<file path="src/sv/loop_detect_lru_loop_cache_core_assert.svh">
// Assertion macros for the loop cache core.
`ifndef LOOP_DETECT_LRU_LOOP_CACHE_CORE_ASSERT_SVH
`define LOOP_DETECT_LRU_LOOP_CACHE_CORE_ASSERT_SVH

// same-cycle implication, checked out of reset
`define LDLC_ASSERT_NOW(name, ante, cons, msg) \
    name: assert property (@(posedge aclk) disable iff (!aresetn) (ante) |-> (cons)) \
        else $error(msg);

// next-cycle implication, checked out of reset
`define LDLC_ASSERT_NXT(name, ante, cons, msg) \
    name: assert property (@(posedge aclk) disable iff (!aresetn) (ante) |=> (cons)) \
        else $error(msg);

`endif

</file>
<file path="src/sv/ldlc_pkg.sv">
package ldlc_pkg;

    localparam int PC_W     = 64;
    localparam int CNT_W    = 32;
    localparam int RUN_W    = 16;
    localparam int STAT_W   = 32;
    localparam int CFG_W    = 5;
    localparam int WAY_O_W  = 4;
    localparam int S_DATA_W = 160;
    localparam int M_DATA_W = 168;
    localparam int Q_DEPTH  = 2;
    localparam int Q_PTR_W  = $clog2(Q_DEPTH);
    localparam int Q_CNT_W  = $clog2(Q_DEPTH + 1);

    localparam logic [CFG_W-1:0]  CFG_RESET = 5'd16;
    localparam logic [RUN_W-1:0]  RUN_ONE   = 16'd1;
    localparam logic [RUN_W-1:0]  RUN_MAX   = 16'hFFFF;
    localparam logic [STAT_W-1:0] STAT_MAX  = 32'hFFFF_FFFF;
    localparam logic [STAT_W-1:0] STAT_ONE  = 32'd1;

    typedef struct packed {
        logic [PC_W-1:0]   end_pc;
        logic [PC_W-1:0]   jump_pc;
        logic [CNT_W-1:0]  instr_count;
        logic              is_iteration;
        logic              new_loop;
        logic [RUN_W-1:0]  iteration_count;
        logic [RUN_W-1:0]  ended_run_iterations;
        logic [STAT_W-1:0] total_instructions;
        logic [STAT_W-1:0] total_loops;
        logic [STAT_W-1:0] stamp;
    } job_t;

    function automatic logic [STAT_W-1:0] sat_add(input logic [STAT_W-1:0] a,
                                                  input logic [STAT_W-1:0] b);
        logic [STAT_W:0] s;
        s = {1'b0, a} + {1'b0, b};
        return s[STAT_W] ? STAT_MAX : s[STAT_W-1:0];
    endfunction

endpackage

</file>
<file path="src/sv/ldlc_queue.sv">
module ldlc_queue import ldlc_pkg::*; (
    input  logic aclk,
    input  logic aresetn,
    input  logic push,
    input  job_t push_job,
    input  logic pop,
    output job_t head_job,
    output logic full,
    output logic empty
);

    job_t               q_mem_reg [Q_DEPTH];
    logic [Q_PTR_W-1:0] wr_ptr_reg;
    logic [Q_PTR_W-1:0] rd_ptr_reg;
    logic [Q_CNT_W-1:0] count_reg;

    assign full     = (count_reg == Q_CNT_W'(Q_DEPTH));
    assign empty    = (count_reg == '0);
    assign head_job = q_mem_reg[rd_ptr_reg];

    always_ff @(posedge aclk) begin
        if (push) begin
            q_mem_reg[wr_ptr_reg] <= push_job;
        end
    end

    always_ff @(posedge aclk) begin
        if (!aresetn) begin
            wr_ptr_reg <= '0;
            rd_ptr_reg <= '0;
            count_reg  <= '0;
        end else begin
            if (push) begin
                wr_ptr_reg <= (wr_ptr_reg == Q_PTR_W'(Q_DEPTH - 1)) ? '0 : wr_ptr_reg + 1'b1;
            end
            if (pop) begin
                rd_ptr_reg <= (rd_ptr_reg == Q_PTR_W'(Q_DEPTH - 1)) ? '0 : rd_ptr_reg + 1'b1;
            end
            if (push && !pop) begin
                count_reg <= count_reg + 1'b1;
            end else if (pop && !push) begin
                count_reg <= count_reg - 1'b1;
            end
        end
    end

endmodule

</file>
<file path="config.mk">
export PLATFORM = sky130hd
export DESIGN_NAME = ldlc_queue
export DESIGN_NICKNAME = d
export VERILOG_FILES = /design/src/sv/loop_detect_lru_loop_cache_core_assert.svh /design/src/sv/ldlc_pkg.sv /design/src/sv/ldlc_queue.sv
export SDC_FILE = /design/constraint.sdc
export NUM_CORES = 1
export LEC_CHECK = 0
export BUFFER_PORTS_ARGS = -buffer_cell sky130_fd_sc_hd__buf_2
export CAP_MARGIN = 15
export CORE_ASPECT_RATIO = 0.6
export CORE_MARGIN = 2
export CORE_UTILIZATION = 35
export DETAILED_ROUTE_END_ITERATION = 8
export GPL_TIMING_DRIVEN = 0
export PLACE_DENSITY_LB_ADDON = 0.2
export SYNTH_ARGS = -nofsm -noshare
export SYNTH_HDL_FRONTEND = slang
export SYNTH_SLANG_ARGS = --single-unit
</file>
<file path="constraint.sdc">
create_clock -name aclk -period 19.2 [get_ports aclk]
set_input_delay 0.96 -clock aclk [delete_from_list [all_inputs] [get_ports aclk]]
set_output_delay 0.96 -clock aclk [all_outputs]
set_load 0.02 [all_outputs]
</file>
After elaboration in Yosys (flattened, before gate mapping)
Memory sizes are Yosys's and may differ from the RTL's. A register that Yosys moved wholly into a read port is not among the register bits.
Index checks and enable logic that the tools add are counted.

storage, ports and cells
  register bits after elaboration = 4
  bits in writable memories = 580
  input port bits = 294
  output and inout port bits = 292
  word-level logic and storage cells = 23
  memories kept = 1

cells by class
  add/subtract/negate cells = 4
  equal/unequal tests = 1
  muxes and demuxes = 8
  reduce and logical (&&, ||, !) cells = 6

memory list
  name       depth  width  read ports  clocked after Yosys merged registers in  write ports  RTL line          text
  q_mem_reg  2      290    1           1                                        1            ldlc_queue.sv:12  job_t q_mem_reg [Q_DEPTH];

operators with widths
  cell                 number
  $mux 1               6
  $mux 2               2
  $add 1x1->1 const B  2
  $add 2x1->2 const B  1
  $eq 2x2->1 const B   1
  $logic_and 1x1->1    2
  $logic_not 1->1      2
  $logic_not 2->1      1
  $reduce_bool 2->1    1
  $sub 2x1->2 const B  1

Depth between registers and ports, before layout
  depth after elaboration = 4
  depth in mapped cells = 5
  depth with buffers taken out = 5

Least setup slack after synthesis
Ideal clock, no wire load.

  path type = in2reg
  from = in push
  to = reg wr_ptr_reg
  arrival = 14.393 ns
  slack = 4.689 ns
  cell stages on the path = 2
  buffers on the path = 0
  cell sequence = nor2b_1 > o21a_1

RTL lines
  what                  RTL line          text
  from (decl)           ldlc_queue.sv:4   input logic push,
  to (signal assigned)  ldlc_queue.sv:34  wr_ptr_reg <= (wr_ptr_reg == Q_PTR_W'(Q_DEPTH - 1)) ? '0 : wr_ptr_reg + 1'b1;
  to (decl)             ldlc_queue.sv:13  logic [Q_PTR_W-1:0] wr_ptr_reg;

==> run_results.csv <==
group,metric,value,unit
setup_path,crit_top_cell,"buf_2",
setup_path,crit_buf_inv,3,
cts,cts_tree,"built",
sta,setup_viol,0,
cts,clkSinkCount,585,
routing,drc,0,
setup_path,start_kind,"flop",
sta,fin_hold_ws,0.5411,ns
sta,rsz0062_at_grt,"no",
global_route,gr-total-overflow,0,
global_route,grt_max_degree,64,
routing,wl_per_cell,19.50,um
placement,hpwl,33.65,mm
floorplan,die-width,324.0,um
sta,fin_worst_skew,0.01650,ns
logic_synthesis,synth_top_area_share,80.99,%
routing,drt_wl_total,47.67,mm
routing,vias_per_cell,4.409,
layout,final_cell_mix,"buf_2 (605), edfxtp_1 (580), mux2_2 (190), mux2_4 (100), clkbuf_16 (55)",
routing,drtPass1Iterations,4,
sta,finalMaxSlewViolations,0,
floorplan,die_y,196.0,um
setup_path,cp-end-kind,"primary output",
cts,cts_made_buffers,55,
layout,largest_reg_flops,580,
routing,ant_nets,0,
run_status,status,"complete, no violations",
layout,stdcell_count,2445,
sta,hold_violations,0,
sta,period_minus_slack,3.096,ns
pwr,p_clk_share,35.1,%
cts,cts-root-buf,"clkbuf_16",
floorplan,rows,70,
global_route,antenna_found_initial,13,
floorplan,dieArea,63510,um2
floorplan,io_pins,586,
cts,post_cts_buffers,0,
setup_path,slowest_stage,"mux2_2",
placement,gp_congestion,0.7431,
placement,portBuffers,585,
setup_path,path_class,"flop to primary output",
logic_synthesis,netlist_area,21510,um2
logic_synthesis,synth_nets,1219,
routing,vias,10781,
logic_synthesis,ys_ff_latch,585,
setup_path,slowest_delay,0.39,ns
floorplan,floorplan.core_area,60870,um2
cts,insertion_delay,0.59,ns
pwr,p_per_area,104.5,nW/um2
global_route,track_usage,14.39,%
global_route,grt_pass1_vias,11456,
placement,dp.cells,2352,
pwr,seqPwrFrac,52.0,%
pwr,comb_power_share,12.9,%
logic_synthesis,synth_top_cell_by_area,"edfxtp_1",
floorplan,initial_core_util,35.33,%
cts,clkSlewWorstSetupHoldPaths,0.06,ns
cts,h-tree-depth,2,
pwr,switching_share,23.62,%
pwr,leakage,10.43,nW
setup_path,crit_chain,"buf_2, buf_2, mux2_2, buf_2",
pwr,p_int,2.190,mW
setup_path,path_delay_family,"buffers and inverters",
layout,drive_gt1_share,61.59,%
hold_path,hp-class,"flop to flop",
logic_synthesis,synth_cells,924,
routing,first_iter_violations,449,
setup_path,worstPathRequired,18.24,ns
layout,nets,1876,
job,cap_violations,0,
pwr,ir_drop,0.06766,mV
cts,cts_hold_buffers,0,
sta,fmax,323.0,MHz
global_route,grt_pass1_wl,68.69,mm
setup_path,r2r_start,"wr_ptr_reg",
sta,tightest_slew,0.8783,ns
setup_path,crit_fanout,10,
cts,postCtsResizedCells,0,
sta,relSlewSlack,41.44,%
setup_path,cp_data_arrival_time,2.14,ns
logic_synthesis,syn_avg_cell_area,23.27,um2
logic_synthesis,yosys_warnings,0,
logic_synthesis,synth_cell_types,18,
sta,finalCritPeriodShare,16.12,%
pwr,switching_power,0.6774,mW
logic_synthesis,ys_seq_area_share,81.45,%
layout,layout_commonest_cell,"buf_2",
layout,areaGrowthSynthToFinish,27.62,%
logic_synthesis,yosys-top-cells-area,"edfxtp_1 (81%), mux2_2 (9.9%), mux2_4 (7.0%)",
hold_path,min_from,"count_reg[1]",
cts,clock_path_buffers,3,
[cell families after synthesis]
kind of cell / Yosys count / synth area share, %
DFF: 585 / 81.45
muxes: 290 / 16.93
buffers and inverters: 33 / 1.094
and+or+nand+nor: 9 / 0.2502
AOI/OAI and AO/OA: 3 / 0.09309
xor gates and xnor gates: 3 / 0.1222
adders and majority gates: 1 / 0.05817
[through the flow]
stage / setup TNS, ns / total power [mW] / utilization, % / area (um2) / worst slack (ns)
floorplan: 0 / 1.767 / - / 21510 / 4.689
detailed placement: 0 / 1.895 / 42.43 / 25820 / 16.04
global placement: -1064.13 / 1.920 / 41.84 / 25470 / -3.799
CTS: 0 / 2.913 / 45.07 / 27440 / 15.96
finish: 0 / 2.868 / 45.09 / 27450 / 16.10
global route: 0 / 2.983 / 45.08 / 27440 / 15.91
[power groups by stage]
stage	clock [mW]	combinational (mW)	sequential, mW
after global routing	1.09	0.395	1.50
final	1.01	0.369	1.49
after CTS	1.04	0.377	1.49
after global placement	0	0.361	1.56
after detailed placement	0	0.376	1.52
after floorplan	0	0.227	1.54
[Yosys cell counts (all sizes together)]
cell / n
inv: 1
nor2: 1
nor2b: 3
mux2: 290
dfxtp: 5
o21ai: 1
and2: 4
or3: 1
o21a: 1
ha: 1
a21boi: 1
xnor2: 1
edfxtp: 580
buf: 32
xor2: 2
[cell type report]
cell class | instances | area [um2]
fillers | 5330 | 33430
flip-flops and latches | 585 | 17520
multi-input cells | 306 | 3764
repair buffers | 600 | 3273
clock buffers | 59 | 1391
well taps | 828 | 1036
plain buffers | 32 | 231.5
clock inverters | 31 | 221.5
diodes | 3 | 7.507
inverters | 1 | 3.754
[tightest hold or removal path, cell delays in order (launching register included)]
cell and delay (ns):
dfxtp_1 0.33, o21ai_0 0.08, a21boi_0 0.08
[routing by layer]
layer / GRT usage, % / vias up / routed length (um)
met1: 16.46 / 5348 / 18430
met2: 25.26 / 306 / 24260
met3: 5.461 / 90 / 3953
met5: 0 / - / 114
met4: 3.772 / 20 / 915
li1: - / 5017 / -
[path summary, 6_finish.rpt]
| path | to | depth (start not counted) | slack, ns |
|---|---|---|---|
| min reg2reg | count_reg[1] | 2 | 0.54 |
| max | head_job[84] | 4 | 16.10 |
| max reg2reg | q_mem_reg[0][218] | 6 | 16.86 |
| min | count_reg[1] | 2 | 0.54 |
No activity file was read; power rests on OpenSTA's default activity.
