`src/sv/loop_detect_lru_loop_cache_core_assert.svh`:
```
// Assertion macros for the loop cache core.
`ifndef LOOP_DETECT_LRU_LOOP_CACHE_CORE_ASSERT_SVH
`define LOOP_DETECT_LRU_LOOP_CACHE_CORE_ASSERT_SVH

// same-cycle implication, checked out of reset
`define LDLC_ASSERT_NOW(name, ante, cons, msg) \
    name: assert property (@(posedge aclk) disable iff (!aresetn) (ante) |-> (cons)) \
        else $error(msg);

// next-cycle implication, checked out of reset
`define LDLC_ASSERT_NXT(name, ante, cons, msg) \
    name: assert property (@(posedge aclk) disable iff (!aresetn) (ante) |=> (cons)) \
        else $error(msg);

`endif

```
`src/sv/ldlc_pkg.sv`:
```
package ldlc_pkg;

    localparam int PC_W     = 64;
    localparam int CNT_W    = 32;
    localparam int RUN_W    = 16;
    localparam int STAT_W   = 32;
    localparam int CFG_W    = 5;
    localparam int WAY_O_W  = 4;
    localparam int S_DATA_W = 160;
    localparam int M_DATA_W = 168;
    localparam int Q_DEPTH  = 2;
    localparam int Q_PTR_W  = $clog2(Q_DEPTH);
    localparam int Q_CNT_W  = $clog2(Q_DEPTH + 1);

    localparam logic [CFG_W-1:0]  CFG_RESET = 5'd16;
    localparam logic [RUN_W-1:0]  RUN_ONE   = 16'd1;
    localparam logic [RUN_W-1:0]  RUN_MAX   = 16'hFFFF;
    localparam logic [STAT_W-1:0] STAT_MAX  = 32'hFFFF_FFFF;
    localparam logic [STAT_W-1:0] STAT_ONE  = 32'd1;

    typedef struct packed {
        logic [PC_W-1:0]   end_pc;
        logic [PC_W-1:0]   jump_pc;
        logic [CNT_W-1:0]  instr_count;
        logic              is_iteration;
        logic              new_loop;
        logic [RUN_W-1:0]  iteration_count;
        logic [RUN_W-1:0]  ended_run_iterations;
        logic [STAT_W-1:0] total_instructions;
        logic [STAT_W-1:0] total_loops;
        logic [STAT_W-1:0] stamp;
    } job_t;

    function automatic logic [STAT_W-1:0] sat_add(input logic [STAT_W-1:0] a,
                                                  input logic [STAT_W-1:0] b);
        logic [STAT_W:0] s;
        s = {1'b0, a} + {1'b0, b};
        return s[STAT_W] ? STAT_MAX : s[STAT_W-1:0];
    endfunction

endpackage

```
`src/sv/ldlc_front.sv`:
```
module ldlc_front import ldlc_pkg::*; (
    input  logic                aclk,
    input  logic                aresetn,
    input  logic                s_tvalid,
    output logic                s_tready,
    input  logic [S_DATA_W-1:0] s_tdata,   // end_pc, jump_pc, instr_count
    input  logic                q_full,
    output logic                q_push,
    output job_t                q_job
);

    logic [PC_W-1:0]   prev_end_reg,    prev_end_next;
    logic [PC_W-1:0]   prev_target_reg, prev_target_next;
    logic [RUN_W-1:0]  run_reg,         run_next;
    logic [STAT_W-1:0] index_reg,       index_next;
    logic [STAT_W-1:0] instr_reg,       instr_next;
    logic [STAT_W-1:0] loops_reg,       loops_next;

    logic [PC_W-1:0]  in_end;
    logic [PC_W-1:0]  in_target;
    logic [CNT_W-1:0] in_cnt;
    logic             match;
    logic             first_repeat;
    logic [RUN_W-1:0] ended;

    assign in_end    = s_tdata[PC_W-1:0];
    assign in_target = s_tdata[2*PC_W-1:PC_W];
    assign in_cnt    = s_tdata[2*PC_W+CNT_W-1:2*PC_W];

    assign s_tready = !q_full;
    assign q_push   = s_tvalid && !q_full;

    always_comb begin
        match            = (in_end == prev_end_reg) && (in_target == prev_target_reg);
        first_repeat     = match && (run_reg == RUN_ONE);
        instr_next       = sat_add(instr_reg, in_cnt);
        loops_next       = first_repeat ? sat_add(loops_reg, STAT_ONE) : loops_reg;
        index_next       = (index_reg == STAT_MAX) ? index_reg : index_reg + STAT_ONE;
        prev_end_next    = prev_end_reg;
        prev_target_next = prev_target_reg;
        ended            = '0;
        if (match) begin
            run_next = (run_reg == RUN_MAX) ? run_reg : run_reg + RUN_ONE;
        end else begin
            run_next         = RUN_ONE;
            ended            = (run_reg > RUN_ONE) ? run_reg : '0;
            prev_end_next    = in_end;
            prev_target_next = in_target;
        end
    end

    always_comb begin
        q_job.end_pc               = in_end;
        q_job.jump_pc              = in_target;
        q_job.instr_count          = in_cnt;
        q_job.is_iteration         = match;
        q_job.new_loop             = first_repeat;
        q_job.iteration_count      = run_next;
        q_job.ended_run_iterations = ended;
        q_job.total_instructions   = instr_next;
        q_job.total_loops          = loops_next;
        q_job.stamp                = index_reg;
    end

    always_ff @(posedge aclk) begin
        if (!aresetn) begin
            prev_end_reg    <= '0;
            prev_target_reg <= '0;
            run_reg         <= RUN_ONE;
            index_reg       <= '0;
            instr_reg       <= '0;
            loops_reg       <= '0;
        end else if (q_push) begin
            prev_end_reg    <= prev_end_next;
            prev_target_reg <= prev_target_next;
            run_reg         <= run_next;
            index_reg       <= index_next;
            instr_reg       <= instr_next;
            loops_reg       <= loops_next;
        end
    end

endmodule

```
`config.mk`:
```
export PLATFORM = sky130hd
export DESIGN_NAME = ldlc_front
export DESIGN_NICKNAME = d
export VERILOG_FILES = /design/src/sv/loop_detect_lru_loop_cache_core_assert.svh /design/src/sv/ldlc_pkg.sv /design/src/sv/ldlc_front.sv
export SDC_FILE = /design/constraint.sdc
export NUM_CORES = 1
export LEC_CHECK = 0
export BUFFER_PORTS_ARGS = -buffer_cell sky130_fd_sc_hd__buf_2
export CAP_MARGIN = 10
export CORE_ASPECT_RATIO = 1.1
export CORE_UTILIZATION = 48
export DETAILED_ROUTE_END_ITERATION = 10
export PLACE_DENSITY = 0.78
export REMOVE_ABC_BUFFERS = 1
export SLEW_MARGIN = 0
export SYNTH_ARGS = -nofsm -noshare
export SYNTH_HDL_FRONTEND = slang
export SYNTH_SLANG_ARGS = --single-unit
```
`constraint.sdc`:
```
create_clock -name aclk -period 2.9 [get_ports aclk]
set_clock_uncertainty 0.15 [all_clocks]
set_input_delay 0.29 -clock aclk [delete_from_list [all_inputs] [get_ports aclk]]
set_output_delay 0.29 -clock aclk [all_outputs]
set_load 0.02 [all_outputs]
```
Word level (Yosys, flattened, before mapping)
Index checks and enable logic that the tools add are counted.
Cells by class
  add/sub/neg operators: 4
  $lt $le $gt $ge: 1
  equality and inequality tests: 5
  mux-type cells: 7
  bitwise gates (word level): 2
  reductions and logical operators: 6
Operators with widths (count)
  64-bit equality test: 2
  32-bit two-way mux: 3
  16-bit two-way mux: 4
  32-bit by 1-bit adder with 33-bit output (second input constant): 1
  32-bit by 32-bit adder with 33-bit output: 1
  32-bit by 1-bit adder with 32-bit output (second input constant): 1
  32-bit equality test (second input constant): 1
  16-bit by 1-bit adder with 16-bit output (second input constant): 1
  16-bit by 1-bit equality test with 1-bit output (second input constant): 1
  16-bit equality test (second input constant): 1
  16-bit by 1-bit > comparator with 1-bit output (second input constant): 1
  2-bit AND reduction: 2
  1-bit logical AND: 3
  1-bit inverter: 2
  1-bit logical NOT: 1
Word-level totals
  register bits after elaboration: 240
  input port bits: 164
  output and inout port bits: 292
  logic and storage cells: 31

Depth between registers and ports, before layout
  word-level depth: 4
  depth in mapped cells: 12

Worst setup path before layout
No wires, ideal clock.
  path kind: in2out
  from: in s_tdata[128]
  to: out q_job[66] (netlist bit)
  data arrival time: 2.741 ns
  slack: -0.281 ns
  stages on the path: 12
  buffers on the path: 2
  cell sequence: ha_1 fa_1 a21o_1 a221o_1 o22ai_2 a2111oi_2 nor3b_2 o21ai_2 a21oi_4 buf_6 buf_8 nand2_2
RTL lines
  start, declared: RTL line ldlc_front.sv:6  | input logic [S_DATA_W-1:0] s_tdata,
  end, declared: RTL line ldlc_front.sv:9  | output job_t q_job

Final worst setup path
  from: reg prev_end_reg[56]
  to: reg prev_target_reg[17]
Between the ends
  longest elaborated chain between the ends: 4
RTL lines
  start, declared: RTL line ldlc_front.sv:12  | logic [PC_W-1:0] prev_end_reg, prev_end_next;
  start signal, assigned: RTL line ldlc_front.sv:74  | prev_end_reg <= prev_end_next;
  64-bit equality test: RTL line ldlc_front.sv:34  | match = (in_end == prev_end_reg) && (in_target == prev_target_reg);
  1-bit logical AND: RTL line ldlc_front.sv:34
  1-bit inverter (no source line)
  2-bit AND reduction (no source line)
  end signal, assigned: RTL line ldlc_front.sv:75  | prev_target_reg <= prev_target_next;
  end, declared: RTL line ldlc_front.sv:13  | logic [PC_W-1:0] prev_target_reg, prev_target_next;
Every way passes these cells.
A chain may end at the register's enable or synchronous reset.

==> summary.txt <==
Run status
  – Status: complete, but fails checks
  – Failing checks: setup timing

CTS
  – CTS Sinks: 240
  – CTS max path bufs: 3
  – H-tree Lvls: 1
  – TritonCTS clock tree: built
  – Worst skew pair latency: 600 ps
  – Cts bufs inserted: 27
  – Clock root buffer master: clkbuf_16
  – Reg clk slew, reported paths: 70 ps

Global route
  – GR met3 Demand/Resource: 12.9%
  – Largest net degree at the start of global routing: 71
  – GR Util All Layers: 38.9%
  – Met2 Resource Use GR: 63.1%
  – Number of global-route vias before repair: 17500
  – First-pass GRT wire length: 97.0 mm
  – Met1 usage: 42.0%
  – GR Overflow Total: 0
  – Initial antenna violation count: 6
  – Top Usage Layer GRT: met2

Flow run
  – Max-cap check violation count: 0

Placement
  – Port-buffer cells: 455
  – Post-detail-place hpwl: 36.1 mm
  – RD Place Congestion: 0.932
  – DP Worst Slack: -536 ps

Power
  – Leakage: 10.0 nW
  – Clock network fraction of total power: 36.8%
  – Switching pwr: 3.31 mW
  – Sequential power share: 34.4%
  – Net Sw Frac: 32.1%
  – Logic gate share of total power: 28.8%
  – Worst vdd ir: 0.558 mV
  – Pwr Density: 434 nW/µm²
  – P_int: 6.99 mW

Routing
  – Post-DRT Antenna Nets: 0
  – Via count: 18000
  – WL/cell: 23.9 µm
  – DRT Pass-1 Iters: 6
  – Final wirelength: 69.8 mm
  – Vias per inst: 6.15
  – Initial DRC count: 1992
  – Remaining DRCs: 0

Logic synthesis
  – EDFF count, synth: 0
  – Synth Cell Area: 15000 µm²
  – Synth cell types: 77
  – Synth Register Bits: 240
  – Syn Inst Count: 1799
  – Fraction of the yosys area taken by sequential cells: 32.1%
  – Avg Cell Area, Syn: 8.33 µm²
  – Main synth FF type: dfxtp_1
  – Asr flop ratio synth: 0%
  – Synthesis Warnings: 0

Die
  – Chip Width: 170 µm
  – Die footprint: 31900 µm²
  – Total core area: 30600 µm²
  – Die Ht: 187 µm
  – Rows: 67
  – Starting Density: 49.0%
  – Io pins: 456

Timing
  – Final min period: 4360 ps
  – Final Setup Violations: 298
  – Total negative setup slack: -270280 ps
  – Worst-margin pin slew: 767 ps
  – Slew margin rel.: 48.5%
  – Final period util: 150%
  – RSZ-0062 raised after global routing: true
  – Max Clock Freq: 0.229 GHz
  – Final Max Tran Viols: 0
  – Final Worst Setup Slack: -1460 ps
  – Final Hold Violating Endpoints: 0

Worst setup path
  – Critical path class: reg -> reg
  – Worst Setup Start Kind: register
  – Arr. time, crit path: 4640 ps
  – Critical Path RT: 3180 ps
  – Crit end category: register
  – CP Max Fanout: 7

Layout
  – Share of cells above drive strength 1: 43.6%
  – Fin nets: 2687
  – Layout overhead on the synthesized area: 58.2%

Min path
  – Min-delay worst type: in -> reg
## synth_stat cells, drive strengths merged, types with 6 or more instances
cell type	instances	area share, %
mux2i	133	8.9
a31oi	31	1.3
buf	197	9.8
a21oi	118	4.0
nor4	17	0.85
and4	11	0.64
or3	14	0.58
a21o	26	1.3
clkbuf	57	1.4
a211oi	21	1.1
or2	6	0.25
nand4	57	2.4
nand2	101	2.7
o31ai	8	0.40
o21ai	71	2.4
xor2	38	2.2
xnor2	152	8.9
ha	37	3.1
and2	20	0.84
nand3	40	1.4
a311oi	16	0.94
nand2b	16	0.67
inv	35	0.88
nor2b	6	0.25
o211ai	7	0.35
dfxtp	240	32
nor3	27	0.94
nor2	235	6.0
and3	20	0.84
## per-layer routing
metal,part of all wire [%],up-vias
li1,-,7521
met4,9.9,4
met2,46,1484
met1,34,8406
met5,0.043,-
met3,11,588
## path summary, 6_finish.rpt
path	start	endpoint	slack [ps]	cells past startpoint
max reg2reg	prev_end_reg[56]	prev_target_reg[17]	-1460	18
min reg2reg	instr_reg[18]	instr_reg[18]	310	2
max	prev_end_reg[56]	prev_target_reg[17]	-1460	18
min	s_tdata[90]	prev_target_reg[26]	5	4
## metrics by stage
step	area [µm²]	hold WS [ps]	util, %	cells	total power, mW
floorplan	13300	229	-	1545	4.65
CTS	22700	10.7	74.1	2899	9.71
global route	23700	48.5	77.4	2921	10.6
global placement	18100	297	59.0	2659	5.70
finish	23700	5.44	77.4	2925	10.3
detailed placement	18100	305	59.0	2659	5.74
## critical path, cell delays in order, from the launching register on
cell,delay [ps]
dfxtp_1,400
xnor2_1,570
nand4_1,240
nor4_2,340
buf_4,170
nand4_1,90
buf_4,180
buf_4,130
buf_6,110
or2_4,300
buf_12,150
buf_8,130
buf_6,110
buf_6,100
buf_6,100
and2_4,210
buf_16,170
mux2i_1,120
nor2_1,420
## placed cells by master, fill, tap and decap left out, types with 12 or more instances in the layout
cell,n
buf_2,372
buf_4,247
dfxtp_1,230
nor2_1,191
xnor2_1,141
dlygate4sd3_1,124
buf_6,121
mux2i_1,97
nand2_1,84
a21oi_1,74
o21ai_0,60
nand4_1,57
nand3_1,39
xor2_1,35
ha_1,33
a21oi_2,32
nor2_4,31
clkbuf_16,28
inv_1,26
a21o_1,26
nor3_1,25
a31oi_1,22
buf_12,22
and3_1,20
mux2i_4,20
and2_4,17
mux2i_2,16
a211oi_1,14
nand2b_1,14
nor2_2,13
a21oi_4,12
buf_8,12
## area by class of cell
type                            instances  area (µm²)
Timing Repair Buffer                  909        7240
Fill cell                            1746        6900
Tap cell                              414         518
Multi-Input combinational cell       1271       10000
Sequential cell                       240        4820
Clock inverter                          8         136
Antenna cell                            6        15.0
Inverter                               36         155
Clock buffer                           41         808
## timing repair
item                       CTS  global route
buffers inserted            44            40
setup endpoints to repair  289           303
pin swaps                   96            62
cloned                      25             1
hold buffers               124             0
gates resized for setup    393           232
hold endpoints to repair   124             0
## power by group through the flow
stage | sequential, mW | combinational (mW) | clock (mW)
6_report | 3.54 | 2.96 | 3.79
5_1_grt | 3.54 | 3.09 | 3.94
4_1_cts | 3.51 | 2.47 | 3.73
3_5_place_dp | 3.58 | 2.16 | 0
3_3_place_gp | 3.57 | 2.13 | 0
2_1_floorplan | 3.56 | 1.09 | 0
## logic make-up after synthesis
logic type               share of synthesized area, %
AND/OR/NAND/NOR                                  18.7
AO/OA/AOI/OAI                                    13.8
buffers and inverters                            12.1
flip-flops                                       32.1
XOR/XNOR                                         11.1
multiplexers                                     9.04
adder cells (fa/ha/maj)                          3.22
Power figures use the tool's default switching activity.
